File: src/design/tpo_pkg.sv
// Shared types and helper functions for the triangle pair overlap test.
`timescale 1ns / 1ps

package tpo_pkg;

    localparam int NUM_VERTS = 3;

    typedef struct packed {
        logic neg;
        logic zero;
    } sign_t;

    function automatic logic same_side_strict(sign_t s, sign_t t);
        return !s.zero && !t.zero && (s.neg == t.neg);
    endfunction

    function automatic logic opposite_side_strict(sign_t s, sign_t t);
        return !s.zero && !t.zero && (s.neg != t.neg);
    endfunction

endpackage

File: src/design/tpo_side.sv
// Three-stage side-of-line sign: differences, products, then sum and sign.
`timescale 1ns / 1ps

module tpo_side
    import tpo_pkg::*;
#(
    parameter int COORD_WIDTH = 16
) (
    input  logic                          clk,
    input  logic signed [COORD_WIDTH-1:0] ax,
    input  logic signed [COORD_WIDTH-1:0] ay,
    input  logic signed [COORD_WIDTH-1:0] bx,
    input  logic signed [COORD_WIDTH-1:0] by,
    input  logic signed [COORD_WIDTH-1:0] px,
    input  logic signed [COORD_WIDTH-1:0] py,
    output sign_t                         sgn
);

    localparam int DW = COORD_WIDTH + 1;
    localparam int MW = 2 * DW;
    localparam int SW = MW + 1;

    logic signed [DW-1:0] d1_next, d2_next, d3_next, d4_next;
    logic signed [DW-1:0] d1_reg, d2_reg, d3_reg, d4_reg;
    logic signed [MW-1:0] p1_next, p2_next;
    logic signed [MW-1:0] p1_reg, p2_reg;
    logic signed [SW-1:0] total;
    sign_t                sgn_next;
    sign_t                sgn_reg;

    always_comb
    begin
        d1_next = {ax[COORD_WIDTH-1], ax} - {bx[COORD_WIDTH-1], bx};
        d2_next = {py[COORD_WIDTH-1], py} - {ay[COORD_WIDTH-1], ay};
        d3_next = {ay[COORD_WIDTH-1], ay} - {by[COORD_WIDTH-1], by};
        d4_next = {ax[COORD_WIDTH-1], ax} - {px[COORD_WIDTH-1], px};
    end

    always_comb
    begin
        p1_next = MW'(d1_reg) * MW'(d2_reg);
        p2_next = MW'(d3_reg) * MW'(d4_reg);
    end

    always_comb
    begin
        total         = {p1_reg[MW-1], p1_reg} + {p2_reg[MW-1], p2_reg};
        sgn_next.neg  = total[SW-1];
        sgn_next.zero = (total == '0);
    end

    always_ff @(posedge clk)
    begin
        d1_reg  <= d1_next;
        d2_reg  <= d2_next;
        d3_reg  <= d3_next;
        d4_reg  <= d4_next;
        p1_reg  <= p1_next;
        p2_reg  <= p2_next;
        sgn_reg <= sgn_next;
    end

    assign sgn = sgn_reg;

endmodule

File: config.mk
export PLATFORM = sky130hd
export DESIGN_NAME = tpo_side
export DESIGN_NICKNAME = d
export VERILOG_FILES = /design/src/design/tpo_pkg.sv /design/src/design/tpo_side.sv
export SDC_FILE = /design/constraint.sdc
export NUM_CORES = 2
export LEC_CHECK = 0
export BUFFER_PORTS_ARGS = -buffer_cell sky130_fd_sc_hd__buf_2
export CAP_MARGIN = 40
export CORE_ASPECT_RATIO = 0.7
export CORE_MARGIN = 1.5
export CORE_UTILIZATION = 50
export CTS_BUF_LIST = sky130_fd_sc_hd__clkbuf_4 sky130_fd_sc_hd__clkbuf_8 sky130_fd_sc_hd__clkbuf_16
export DETAILED_ROUTE_END_ITERATION = 10
export PLACE_DENSITY = 0.68
export SYNTH_ARGS = -nofsm -noshare
export SYNTH_HDL_FRONTEND = slang
export SYNTH_SLANG_ARGS = --single-unit
File: constraint.sdc
create_clock -name clk -period 6.9 [get_ports clk]
set_input_delay 1.38 -clock clk [delete_from_list [all_inputs] [get_ports clk]]
set_output_delay 1.38 -clock clk [all_outputs]
set_load 0.01 [all_outputs]
==> results.yml <==
finish:
  final_common_cell: "inv_1"
  final_cell_mix: "inv_1, fa_1, nand2_1"
  design_area_um2: 31100
  multiInputGateArea_um2: 23200
  area_delta_synth_final_pct: 7.98
  final_cells: 4018
  nets: 4213
  layout-drive-gt1-share: 0.0741
  regArea_um2: 2790
  nFillCells: 5262
worst_setup_path:
  required_ns: 7.30
  startpoint_type: "register"
  critPathTopFamily: "adder cells"
  crit_slowest_cell: "dfxtp_1"
  max_stage_delay_ns: 0.64
  crit_arrival_ns: 7.06
  worst-path-stages: 22
  criticalPathCategory: "register to register"
  reg2regPathDepth: 22
  crit_fanout: 10
  worst-path-buf-inv: 4
  worstPathCellList: "buf_4, nand2_1, fa_1, fa_1, fa_1, fa_1, inv_1, fa_1, inv_1, fa_1, inv_1, ha_1, a21oi_1, nor3_1, nor3_2, a21oi_1, o21ai_0, a31oi_1, nand4_1, nand4b_1, a21oi_1, xnor2_1"
  crit_path_end_kind: "register"
  cpMostUsedCell: "fa_1"
job:
  cap_violations: 0
yosys:
  ys_ff_latch: 138
  yosysSeqAreaShare: 0.0958
  syn_area_per_cell_um2: 9.17
  netlist_instances: 3145
  synth-edff-count: 0
  syn_area_um2: 28800
  async_flop_share: 0
  synth.distinct_cells: 68
  synth-warning-count: 0
  syn-num-nets: 4107
  synthFlopType: "dfxtp_1"
routing:
  drc: 0
  first_iter_violations: 1315
  drtAntennaViolNets: 0
  drt-total-wl_um: 68400
  detail_route.wl_per_cell_um: 17.0
  viasPerCell: 5.15
  drt_first_pass_iters: 5
  num_vias: 20700
hold_path:
  hp-class: "register to register"
  whs_path_depth: 2
clocking:
  h-tree-depth: 4
  clk_latency_ns: 0.47
  clk_path_buf_depth: 2
  cts_tree: "yes"
  cts-root-buf: "clkbuf_16"
  cts_buffers: 17
  path_clk_slew_ns: 0.08
  cts_sinks: 138
  post_cts_buffers: 0
sta:
  clock_skew_ns: 0.0232
  slew_headroom: 0.480
  fmax_ghz: 0.150
  finalCriticalPeriod_ns: 6.66
  setup-tns-final_ns: 0
  layout_setup_ws_ns: 0.238
  period_share: 0.965
  rsz0062_at_grt: "no"
  worst_slew_pin_slew_ns: 0.780
  hold_viol: 0
  setup_violations: 0
  maxSlewViolCount: 0
floorplanning:
  core_area_um2: 56900
  row_count: 73
  die_h_um: 204
  die_width_um: 290
  io_pins: 99
  initial_core_util: 0.507
  die_area_um2: 59200
placed_design:
  dp_cells: 3982
  portBuffers: 98
  place_congestion: 0.961
  placed_cell_area_um2: 30500
  dp_hpwl_um: 59700
  pre_cts_ws_ns: 0.163
global_route:
  globalRoute.totalOverflow: 0
  grt_pass1_wl_um: 114000
  first_global_vias: 21500
  grt_usage: 0.248
  antenna_found_initial: 3
  grt_start_max_net_pins: 18
outcome:
  status: "completed"
[path summary, 6_finish.rpt]
kind / from / end / slack, ns
worst max-delay path: d4_reg[4]$_DFF_P_ / p2_reg[32]$_DFF_P_ / 0.24
worst min-delay path: d3_reg[0]$_DFF_P_ / p2_reg[0]$_DFF_P_ / 0.76
worst max register to register: d4_reg[4]$_DFF_P_ / p2_reg[32]$_DFF_P_ / 0.24
worst min register to register: d3_reg[0]$_DFF_P_ / p2_reg[0]$_DFF_P_ / 0.76
[tightest hold or removal path, stage by stage, from the launching register on]
cell and delay (ns):
dfxtp_1 0.37, buf_4 0.19, and2_1 0.15
[cells in the mapped netlist, types with 15 or more instances]
library cell    n  area [um2]
o21a_1         24         180
fa_1          597       12000
a21oi_1        80         400
nand3_1        37         185
nand2_1       311        1170
nor2_1        136         510
inv_1         696        2610
a21boi_0       15         113
o21ai_0        71         355
nor2b_1        23         144
clkbuf_1       78         293
nor3_1         26         130
xnor2_1        99         867
ha_1          268        3350
dfxtp_1       138        2760
a21o_1         39         293
and2_1        301        1880
xor2_1         20         175
nand2b_1       29         181
[cells by family (layout without fill, tap and decap cells)]
group / after synthesis / after routing / share of synthesized area
AO/OA/AOI/OAI: 346 / 346 / 0.0810
XOR/XNOR: 119 / 119 / 0.0361
adder cells (fa/ha/maj): 865 / 865 / 0.531
buffers and inverters: 777 / 896 / 0.101
flip-flops: 138 / 138 / 0.0958
multiplexers: 5 / 5 / 0.00174
other: 0 / 4 / 0
AND/OR/NAND/NOR: 895 / 895 / 0.153
[cell type report]
cell class | count | share of cell area
Antenna cell | 4 | 0.000321
Timing Repair Buffer | 168 | 0.0330
Tap cell | 750 | 0.0301
Clock inverter | 14 | 0.00474
Inverter | 696 | 0.0839
Clock buffer | 18 | 0.0139
Multi-Input combinational cell | 2230 | 0.745
Sequential cell | 138 | 0.0895
[routing by layer]
| metal | vias up | share of wire | GRT usage |
|---|---|---|---|
| met5 | - | 0.00018 | 0 |
| met3 | 72 | 0.079 | 0.0606 |
| met2 | 595 | 0.42 | 0.367 |
| met1 | 10200 | 0.47 | 0.361 |
| li1 | 9804 | - | - |
| met4 | 2 | 0.028 | 0.0697 |
[stage by stage]
step	util	hold WS (ns)
2_1_floorplan	-	0.503
3_3_place_gp	0.536	0.748
3_5_place_dp	0.536	0.757
4_1_cts	0.546	0.768
5_1_grt	0.547	0.793
6_report	0.547	0.757
[repair_timing]
action / CTS / global route
endpoints found under the setup margin: 0 / 11
resized for setup: 0 / 25
hold buffers: 0 / 0
Power is left out: the tool's default activity adds up to more than one toggle a clock period on the data nets, which glitch-free logic cannot reach.
